--- config.mk ---
export PLATFORM = sky130hd
export DESIGN_NAME = xor_checked_datagram_deframer_core_flat
export DESIGN_NICKNAME = d
export VERILOG_FILES = /design/src/rtl/dfr_pkg.sv /design/src/rtl/dfr_item_if.sv /design/src/rtl/dfr_result_if.sv /design/src/rtl/dfr_cfg_if.sv /design/src/rtl/dfr_scan.sv /design/src/rtl/xor_checked_datagram_deframer_core.sv /design/src/flat_wrapper.sv
export SDC_FILE = /design/constraint.sdc
export NUM_CORES = 1
export LEC_CHECK = 0
export BUFFER_PORTS_ARGS = -buffer_cell sky130_fd_sc_hd__buf_2
export CORE_UTILIZATION = 57
export CTS_CLUSTER_SIZE = 30
export DETAILED_ROUTE_END_ITERATION = 10
export PLACE_DENSITY = 0.76
export SLEW_MARGIN = 10
export SYNTH_ARGS = -nofsm -noshare
export SYNTH_HDL_FRONTEND = slang
export SYNTH_HIERARCHICAL = 1
export SYNTH_SLANG_ARGS = --single-unit
--- constraint.sdc ---
create_clock -name clk -period 8.2 [get_ports clk]
set_input_delay 0.82 -clock clk [delete_from_list [all_inputs] [get_ports clk]]
set_output_delay 0.82 -clock clk [all_outputs]
set_load 0.02 [all_outputs]
--- src/rtl/dfr_pkg.sv ---
// shared types and constants for the xor checked datagram deframer
package dfr_pkg;

	localparam int DG_BYTES_DEF  = 16;
	localparam int BUF_BYTES_DEF = 64;

	localparam int AGE_W   = 32;
	localparam int BYTE_W  = 8;
	localparam int INDEX_W = 6;

	localparam logic [BYTE_W-1:0] HEADER_FIRST  = 8'hAA;
	localparam logic [BYTE_W-1:0] HEADER_SECOND = 8'h1A;

	localparam logic [AGE_W-1:0] AGE_SATURATED = '1;
	localparam logic [AGE_W-1:0] MAX_AGE_RESET = 32'd5000;

	typedef enum logic {
		KIND_BYTE = 1'b0,
		KIND_TICK = 1'b1
	} kind_t;

	typedef struct packed {
		logic found;
		logic fresh;
	} scan_res_t;

endpackage

--- src/rtl/dfr_item_if.sv ---
// input word channel: received byte or millisecond tick
interface dfr_item_if;
	logic              valid;
	logic              ready;
	dfr_pkg::kind_t    kind;
	logic [7:0]        rx_byte;

	modport source (output valid, output kind, output rx_byte, input ready);
	modport sink   (input valid, input kind, input rx_byte, output ready);
endinterface

--- src/rtl/dfr_result_if.sv ---
// result word channel: frame bytes and freshness
interface dfr_result_if;
	logic       valid;
	logic       ready;
	logic       carries_frame;
	logic [7:0] frame_byte;
	logic [5:0] byte_index;
	logic       last;
	logic       data_fresh;

	modport source (output valid, output carries_frame, output frame_byte,
		output byte_index, output last, output data_fresh, input ready);
	modport sink   (input valid, input carries_frame, input frame_byte,
		input byte_index, input last, input data_fresh, output ready);
endinterface

--- src/rtl/dfr_cfg_if.sv ---
// configuration write channel for max_valid_age
interface dfr_cfg_if;
	logic        valid;
	logic        ready;
	logic [31:0] data;

	modport source (output valid, output data, input ready);
	modport sink   (input valid, input data, output ready);
endinterface

--- src/rtl/dfr_scan.sv ---
// byte window, clear count, age counter and frame detection
module dfr_scan #(
	parameter int DATAGRAM_BYTES = dfr_pkg::DG_BYTES_DEF,
	parameter int BUFFER_BYTES   = dfr_pkg::BUF_BYTES_DEF
) (
	input  logic                       clk,
	input  logic                       arst_n,
	input  logic                       step,
	input  dfr_pkg::kind_t             kind,
	input  logic [7:0]                 rx_byte,
	input  logic [dfr_pkg::AGE_W-1:0]  max_age,
	output dfr_pkg::scan_res_t         res,
	output logic [7:0]                 window_next [DATAGRAM_BYTES]
);
	import dfr_pkg::*;

	localparam int CW = $clog2(BUFFER_BYTES);

	logic [BYTE_W-1:0] win_q [DATAGRAM_BYTES];
	logic [CW-1:0]     cnt_q;
	logic [AGE_W-1:0]  age_q;

	logic              clr;
	logic [CW-1:0]     cnt_base;
	logic [CW-1:0]     cnt_inc;
	logic [BYTE_W-1:0] sum;
	logic [AGE_W-1:0]  age_inc;
	logic [AGE_W-1:0]  age_after;
	logic              found;

	always_comb begin
		clr = cnt_q >= CW'(BUFFER_BYTES - 1);
		for (int i = 0; i < DATAGRAM_BYTES - 1; i++) begin
			window_next[i] = clr ? '0 : win_q[i+1];
		end
		window_next[DATAGRAM_BYTES-1] = rx_byte;
		cnt_base = clr ? '0 : cnt_q;
		cnt_inc  = cnt_base + CW'(1);
		sum = '0;
		for (int i = 1; i < DATAGRAM_BYTES; i++) begin
			sum = sum ^ window_next[i];
		end
		found = (kind == KIND_BYTE) && (8'(cnt_inc) >= 8'(DATAGRAM_BYTES))
			&& (window_next[0] == HEADER_FIRST) && (window_next[1] == HEADER_SECOND)
			&& (sum == '0);
		age_inc   = (age_q == AGE_SATURATED) ? age_q : age_q + AGE_W'(1);
		age_after = (kind == KIND_TICK) ? age_inc : age_q;
		res.found = found;
		res.fresh = found | (age_after <= max_age);
	end

	always_ff @(posedge clk or negedge arst_n) begin
		if (!arst_n) begin
			for (int i = 0; i < DATAGRAM_BYTES; i++) begin
				win_q[i] <= '0;
			end
			cnt_q <= '0;
			age_q <= AGE_SATURATED;
		end else if (step) begin
			unique case (kind)
				KIND_TICK: begin
					age_q <= age_inc;
				end
				KIND_BYTE: begin
					if (found) begin
						for (int i = 0; i < DATAGRAM_BYTES; i++) begin
							win_q[i] <= '0;
						end
						cnt_q <= '0;
						age_q <= '0;
					end else begin
						win_q <= window_next;
						cnt_q <= cnt_inc;
					end
				end
				default: begin
					age_q <= age_q;
				end
			endcase
		end
	end

endmodule

--- src/rtl/xor_checked_datagram_deframer_core.sv ---
// top level of the xor checked datagram deframer
// an accepted word is held in the input register, then scanned into the result register
// throughput: one input word per cycle while results are taken; a found frame drains DATAGRAM_BYTES
// result words, one per cycle while result.ready is high, and input waits until the last is taken
// reset: window and count cleared, age saturated (not fresh), max_valid_age 5000
module xor_checked_datagram_deframer_core #(
	parameter int DATAGRAM_BYTES = dfr_pkg::DG_BYTES_DEF,
	parameter int BUFFER_BYTES   = dfr_pkg::BUF_BYTES_DEF
) (
	input  logic          clk,
	input  logic          arst_n,
	dfr_item_if.sink      item,
	dfr_result_if.source  result,
	dfr_cfg_if.sink       cfg
);
	import dfr_pkg::*;

	localparam int IW = (DATAGRAM_BYTES > 1) ? $clog2(DATAGRAM_BYTES) : 1;

	logic [AGE_W-1:0]  max_age_q;

	logic              valid_s1;
	kind_t             kind_s1;
	logic [BYTE_W-1:0] byte_s1;

	logic              res_valid_q;
	logic              carries_q;
	logic              fresh_q;
	logic [IW-1:0]     idx_q;
	logic [BYTE_W-1:0] frm_q [DATAGRAM_BYTES];

	scan_res_t         scan;
	logic [BYTE_W-1:0] window_next [DATAGRAM_BYTES];
	logic              res_last;
	logic              out_free;
	logic              advance;

	assign cfg.ready = 1'b1;

	always_ff @(posedge clk or negedge arst_n) begin
		if (!arst_n) begin
			max_age_q <= MAX_AGE_RESET;
		end else if (cfg.valid) begin
			max_age_q <= cfg.data;
		end
	end

	assign res_last   = !carries_q || (idx_q == IW'(DATAGRAM_BYTES - 1));
	assign out_free   = !res_valid_q || (result.ready && res_last);
	assign advance    = valid_s1 && out_free;
	assign item.ready = !valid_s1 || out_free;

	// input register
	always_ff @(posedge clk or negedge arst_n) begin
		if (!arst_n) begin
			valid_s1 <= 1'b0;
		end else if (item.ready) begin
			valid_s1 <= item.valid;
		end
	end

	always_ff @(posedge clk) begin
		if (item.valid && item.ready) begin
			kind_s1 <= item.kind;
			byte_s1 <= item.rx_byte;
		end
	end

	dfr_scan #(
		.DATAGRAM_BYTES (DATAGRAM_BYTES),
		.BUFFER_BYTES   (BUFFER_BYTES)
	) u_scan (
		.clk         (clk),
		.arst_n      (arst_n),
		.step        (advance),
		.kind        (kind_s1),
		.rx_byte     (byte_s1),
		.max_age     (max_age_q),
		.res         (scan),
		.window_next (window_next)
	);

	// result register and frame drain
	always_ff @(posedge clk or negedge arst_n) begin
		if (!arst_n) begin
			res_valid_q <= 1'b0;
			carries_q   <= 1'b0;
			idx_q       <= '0;
		end else if (advance) begin
			res_valid_q <= 1'b1;
			carries_q   <= scan.found;
			idx_q       <= '0;
		end else if (res_valid_q && result.ready) begin
			if (res_last) begin
				res_valid_q <= 1'b0;
			end else begin
				idx_q <= idx_q + IW'(1);
			end
		end
	end

	always_ff @(posedge clk) begin
		if (advance) begin
			fresh_q <= scan.fresh;
			frm_q   <= window_next;
		end else if (res_valid_q && result.ready && !res_last) begin
			for (int i = 0; i < DATAGRAM_BYTES - 1; i++) begin
				frm_q[i] <= frm_q[i+1];
			end
			frm_q[DATAGRAM_BYTES-1] <= '0;
		end
	end

	assign result.valid         = res_valid_q;
	assign result.carries_frame = carries_q;
	assign result.frame_byte    = carries_q ? frm_q[0] : '0;
	assign result.byte_index    = carries_q ? INDEX_W'(idx_q) : '0;
	assign result.last          = res_last;
	assign result.data_fresh    = fresh_q;

endmodule
--- src/flat_wrapper.sv ---
// flat-port wrapper written by rule: the top's interface ports become plain ports
module xor_checked_datagram_deframer_core_flat import dfr_pkg::*;
#(
	parameter int DATAGRAM_BYTES = dfr_pkg::DG_BYTES_DEF,
	parameter int BUFFER_BYTES   = dfr_pkg::BUF_BYTES_DEF
)
  (clk, arst_n, item_valid, item_kind, item_rx_byte, item_ready, result_valid, result_carries_frame, result_frame_byte, result_byte_index, result_last, result_data_fresh, result_ready, cfg_valid, cfg_data, cfg_ready);
  dfr_item_if item_i ();
  dfr_result_if result_i ();
  dfr_cfg_if cfg_i ();
  input  logic clk;
  input  logic arst_n;
  input wire logic [$bits(item_i.valid)-1:0] item_valid;
  input wire logic [$bits(item_i.kind)-1:0] item_kind;
  input wire logic [$bits(item_i.rx_byte)-1:0] item_rx_byte;
  output wire logic [$bits(item_i.ready)-1:0] item_ready;
  output wire logic [$bits(result_i.valid)-1:0] result_valid;
  output wire logic [$bits(result_i.carries_frame)-1:0] result_carries_frame;
  output wire logic [$bits(result_i.frame_byte)-1:0] result_frame_byte;
  output wire logic [$bits(result_i.byte_index)-1:0] result_byte_index;
  output wire logic [$bits(result_i.last)-1:0] result_last;
  output wire logic [$bits(result_i.data_fresh)-1:0] result_data_fresh;
  input wire logic [$bits(result_i.ready)-1:0] result_ready;
  input wire logic [$bits(cfg_i.valid)-1:0] cfg_valid;
  input wire logic [$bits(cfg_i.data)-1:0] cfg_data;
  output wire logic [$bits(cfg_i.ready)-1:0] cfg_ready;
  assign item_i.valid = item_valid;
  assign item_i.kind = item_kind;
  assign item_i.rx_byte = item_rx_byte;
  assign item_ready = item_i.ready;
  assign result_valid = result_i.valid;
  assign result_carries_frame = result_i.carries_frame;
  assign result_frame_byte = result_i.frame_byte;
  assign result_byte_index = result_i.byte_index;
  assign result_last = result_i.last;
  assign result_data_fresh = result_i.data_fresh;
  assign result_i.ready = result_ready;
  assign cfg_i.valid = cfg_valid;
  assign cfg_i.data = cfg_data;
  assign cfg_ready = cfg_i.ready;
  xor_checked_datagram_deframer_core #(.DATAGRAM_BYTES(DATAGRAM_BYTES), .BUFFER_BYTES(BUFFER_BYTES)) u_core (.clk(clk), .arst_n(arst_n), .item(item_i), .result(result_i), .cfg(cfg_i));
endmodule
# Word-level counts from Yosys, hierarchy flattened

Cells that the tools add are included.

$add $sub $neg: 3
$lt $le $gt $ge: 3
Eq/ne operators: 6
Multiplexer cells: 32
Bitwise gates (word level): 16
Reduce and logical (&&, ||, !) cells: 24

Operator list:

| operator                                                          | count |
|---|---|
| 2-to-1 mux 128 bit                                                | 2 |
| 2-to-1 mux 8 bit                                                  | 16 |
| 2-to-1 mux 120 bit                                                | 1 |
| bitwise XOR 8 bit                                                 | 14 |
| 2-to-1 mux 32 bit                                                 | 3 |
| one-hot mux 32 bit (2 select lines)                               | 1 |
| adder 32 x 1 -> 32 bit, second input constant                     | 1 |
| == test 32 bit, second input constant                             | 1 |
| less-or-equal comparator 32 bit                                   | 1 |
| 2-to-1 mux 4 bit                                                  | 4 |
| 2-to-1 mux 6 bit                                                  | 2 |
| logical AND 1 bit                                                 | 9 |
| == test 8 x 5 -> 1 bit, second input constant                     | 1 |
| == test 8 bit, second input constant                              | 1 |
| zero test 8 bit                                                   | 1 |
| AND reduction 2 bit                                               | 4 |
| adder 6 x 1 -> 6 bit, second input constant                       | 1 |
| greater-or-equal comparator 6 x 5 -> 1 bit, second input constant | 1 |
| greater-or-equal comparator 6 bit, second input constant          | 1 |
| nonzero test 2 bit                                                | 3 |
| adder 4 x 1 -> 4 bit, second input constant                       | 1 |
| == test 4 bit, second input constant                              | 1 |
| zero test 1 bit                                                   | 4 |
| != test 2 bit, second input constant                              | 2 |
| 4 further kinds                                                   | 8 |

Register bits after elaboration: 335
Bits of input ports: 46
Word-level logic and storage cells: 125

# Depth between registers and ports, before layout

Depth in word-level cells: 20
Gate-level depth with buffers: 18
Mapped depth without buffers: 17

# Cells and area by module

Netlist, hierarchy kept.

Modules (own cells, without submodules):

| module                             | instances | cells each | area each (um2) | sequential area each (um2) |
|---|---|---|---|---|
| dfr_scan                           | 1         | 1021       | 9944.5          | 3993.8 |
| xor_checked_datagram_deframer_core | 1         | 408        | 7460.9          | 5126.2 |

# Worst setup path after synthesis

OpenSTA, ideal clock, no wires.

Path type: reg-to-reg
Start point: register u_core.idx_q[0]
End point: register u_core/frm_q[0] (netlist name), enable pin
Setup time: 0.617 ns
Arrival time: 6.275 ns
Required time: 7.583 ns
Path slack: 1.308 ns
Cell stages (with the launch flop): 5
Path buffers: 0
Path through: dfrtp_1 ha_1 nand3_2 a31oi_1 nor2_1

Cells in the longest elaborated chain, start to end: 6
Elaborated cells on any way between the ends: 8
Classes of those cells: eq/ne: 1; reduce/logical: 7

RTL lines:

| item                                    | RTL line                                  | text |
|---|---|---|
| start: declaration                      | xor_checked_datagram_deframer_core.sv:29  | `logic [IW-1:0] idx_q;` |
| start signal: assignment                | xor_checked_datagram_deframer_core.sv:97  | `idx_q <= idx_q + IW'(1);` |
| == test 4 bit (*)                       | xor_checked_datagram_deframer_core.sv:48  | `assign res_last = !carries_q \|\| (idx_q == IW'(DATAGRAM_BYTES - 1));` |
| logical OR 1 bit (*)                    | xor_checked_datagram_deframer_core.sv:48  |  |
| logical AND 1 bit                       | xor_checked_datagram_deframer_core.sv:49  | `assign out_free = !res_valid_q \|\| (result.ready && res_last);` |
| logical OR 1 bit                        | xor_checked_datagram_deframer_core.sv:49  |  |
| logical AND 1 bit                       | xor_checked_datagram_deframer_core.sv:50  | `assign advance = valid_s1 && out_free;` |
| nonzero test 2 bit (no source line) (*) | -                                         |  |
| end signal: assignment                  | xor_checked_datagram_deframer_core.sv:105 | `frm_q <= window_next;` |
| end signal: indexed assignment          | xor_checked_datagram_deframer_core.sv:108 | `frm_q[i] <= frm_q[i+1];` |
| end: declaration                        | xor_checked_datagram_deframer_core.sv:30  | `logic [BYTE_W-1:0] frm_q [DATAGRAM_BYTES];` |

Mark *: on every way between the ends. The rest lies on a longest branch, timed or not.
A chain may end at the register's enable or synchronous reset.

==> results.toml <==
[run_status]
status = "completed"

[floorplanning]
start_util_pct = 58.26
die_width_um = 176.7
dieArea_um2 = 31240
ios = 66
core_area_um2 = 29870
rows = 63
dieHeight_um = 176.7

[setup_path]
crit_type = "flop to flop"
crit_required_ns = 8.59
crit_arrival_ns = 4.98
cp-endpoint = "u_core/result.data_fresh"
path_buf_inv = 0
slowest_delay_ns = 0.71
cpMaxStageDelayCell = "nor4_2"
ff2ff_setup_slack_ns = 3.61
crit_top_cell = "a21o_1"
path_depth = 15
r2r_cells = 15
critPathTopFamily = "simple AND/OR/NAND/NOR gates"
reg2reg_from = "u_core/u_scan/age_q[13]"
cp_max_fo = 11
reg2reg_to = "u_core/result.data_fresh"
worstSetupStartpoint = "u_core/u_scan/age_q[13]"
end_kind = "flop"
cp-start-kind = "flop"
cp_cell_sequence = "nand4_1 > or4_1 > nor4_2 > nor2_1 > and4_1 > nand2_1 > xnor2_1 > ha_1 > a21o_1 > a21o_1 > a221oi_1 > o21ai_0 > a31o_2 > a21oi_1 > a21o_1"

[synthesis]
ys_ff_latch = 335
ys_types = 68
yosysWarnings = 6
yosysSeqAreaShare_pct = 52.40
syn-cell-area_um2 = 17410
async_flop_share_pct = 58.81
synth_edf_count = 138
synth-main-ff-cell = "dfrtp_1"
synthCells = 1429
synth.avg_cell_area_um2 = 12.18

[sta]
fin_setup_tns_ns = 0
rsz0062_at_grt = "no"
fin_crit_ns = 4.589
final-hold-violation-count = 0
whs_ns = 0.3836
slew_headroom_pct = 18.85
setup_viol_count_final = 0
worst_pin_slew_ns = 1.217
layout_setup_ws_ns = 3.611
finalCritPeriodShare_pct = 55.96
slew_violations = 0
fmax_ghz = 0.2179
skew_ns = 0.02998

[clock_network]
cts-root-buf = "clkbuf_16"
cts.sinks = 335
cts_setup_buffers = 0
cts_resized = 0
htree_levels = 2
cts_tree = "done"
hold_buffers = 0
clockBufferDepth = 3
cts-buffers-inserted = 36
clk_pin_slew_ns = 0.06
insertion_delay_ns = 0.52

[cells_and_area]
area_delta_synth_final_pct = 8.734
drive_gt1_share_pct = 17.15
num-nets-final = 1535
diodes = 0
fin_util_pct = 63.35
instances_no_fill = 1871

[global_routing]
grt-ovfl-total = 0
grt_antenna_before_repair = 0
grt_max_degree = 113
grt_usage_pct = 22.08
grt_pass1_wl_mm = 55.66
grt_pass1_vias = 10840

[placement]
place_ws_ns = 3.722
dp.cells = 1806
place_congestion = 0.8966
place.port_buffers = 62
dpl.hpwl_mm = 20.72

[power]
comb_power_share_pct = 31.4
power.share.clock_pct = 27.5
powerDensity_nw_per_um2 = 308.0
seqPwrFrac_pct = 41.2
switchingPower_w = 0.001759
power_switching_share_pct = 30.17
intPower_w = 0.004071
leakagePower_nw = 8.078
ir_drop_v = 0.0001829

[routing]
viasPerCell = 5.902
postRouteAntennaNets = 0
vias = 11040
drc = 0
dr.pass1.iters = 5
drt_iter0_drc = 943
wl_per_cell_um = 17.77
wirelength_mm = 33.24

[job]
cap_violations = 0

[worst_hold_path]
min_path_type = "input pin to asynchronous set/reset pin"
power by group through the flow:
stage	registers, W	clock network, W	logic (W)
after floorplan	0.00236	0	0.00153
after global placement	0.00241	0	0.00177
after detailed placement	0.00243	0	0.00183
after CTS	0.00240	0.00164	0.00184
after global routing	0.00245	0.00170	0.00202
final	0.00240	0.00160	0.00183
cell type report:
class	count	area [um^2]
fillers	2291	10950
inverters	65	244.0
flip-flops and latches	335	9120
multi-input cells	940	7477
clock inverters	15	136.4
clock buffers	50	1036
repair buffers	76	424.2
well taps	390	488.0
stage by stage:
| step | power (W) | instance area, um^2 |
|---|---|---|
| 2_1_floorplan | 0.003886 | 17410 |
| 3_3_place_gp | 0.004184 | 17750 |
| 3_5_place_dp | 0.004262 | 17750 |
| 4_1_cts | 0.005884 | 18930 |
| 5_1_grt | 0.006169 | 18930 |
| 6_report | 0.005829 | 18930 |
state kept, by name (all words and copies together) (netlist names), 4 cells and up:
signal / flops
u_core/frm_q: 128
u_core/u_scan/win_q: 120
u_core/max_age_q: 32
u_core/u_scan/age_q: 32
u_core/byte_s1: 8
u_core/u_scan/cnt_q: 6
u_core/idx_q: 4
how the worst min path moves through the flow:
stage,end,slack [ns],cells after the start
6_report,u_core/idx_q[2],0.38,1
5_1_grt,u_core/idx_q[2],0.44,1
4_1_cts,u_core/u_scan/win_q[113],0.41,1
3_5_place_dp,u_core/u_scan/age_q[24],0.49,2
3_3_place_gp,u_core/u_scan/age_q[24],0.48,2
2_1_floorplan,u_core/u_scan/age_q[24],0.47,2
synth_stat cells, types with 4 or more instances:
library cell	n	area (um^2)
nor3_1	12	60.06
nand4_1	23	143.9
buf_12	10	200.2
nor4b_1	6	52.55
a21oi_1	17	85.08
xnor3_1	12	270.3
dfrtp_1	160	4004
mux2_2	71	799.5
xnor2_1	107	937.2
a21o_1	9	67.56
or4_1	4	30.03
buf_4	19	142.6
buf_1	6	22.52
and3_1	10	62.56
clkbuf_1	44	165.2
ha_1	35	437.9
o31ai_1	4	30.03
nor3b_1	5	37.54
nand3_1	28	140.1
and4_1	4	35.03
nor2_1	27	101.4
edfxtp_1	138	4144
a22o_1	109	954.7
nor2b_1	4	25.02
inv_1	64	240.2
o21ai_0	49	245.2
nand2_1	77	289.0
mux2_1	91	1025
buf_2	10	50.05
and2_1	146	913.4
o22ai_1	10	62.56
dfstp_2	37	972.2
a31oi_1	8	50.05
nand2b_1	10	62.56
xor2_1	9	78.83
per-layer routing:
metal	wire length (um)	up-vias	global-route usage (%)
met4	717	0	6.753
li1	-	5181	-
met2	15380	273	34.18
met5	0	-	0
met1	15600	5533	32.46
met3	1541	56	2.835
layout by cell type, fill, tap and decap left out, types with 37 or more instances in the layout:
cell | synthesis | routed
a22o_1 | 109 | 109
dfstp_2 | 37 | 37
mux2_2 | 71 | 71
nand2_1 | 77 | 76
buf_2 | 10 | 61
xnor2_1 | 107 | 107
mux2_1 | 91 | 91
clkbuf_16 | 0 | 38
dfrtp_1 | 160 | 160
edfxtp_1 | 138 | 138
and2_1 | 146 | 146
inv_1 | 64 | 64
o21ai_0 | 49 | 49
logic make-up (layout without fill, tap and decap cells):
group                    count (synthesis)  in the layout  synth area share (%)
AO/OA/AOI/OAI                          239            239                 10.23
XOR/XNOR                               128            128                 7.390
adder cells (fa/ha/maj)                 35             35                 2.516
buffers and inverters                  155            206                 4.802
flip-flops                             335            335                 52.40
multiplexers                           162            162                 10.48
other                                    2              3               0.04315
AND/OR/NAND/NOR                        373            373                 12.14
(Power assumes the default switching activity.)
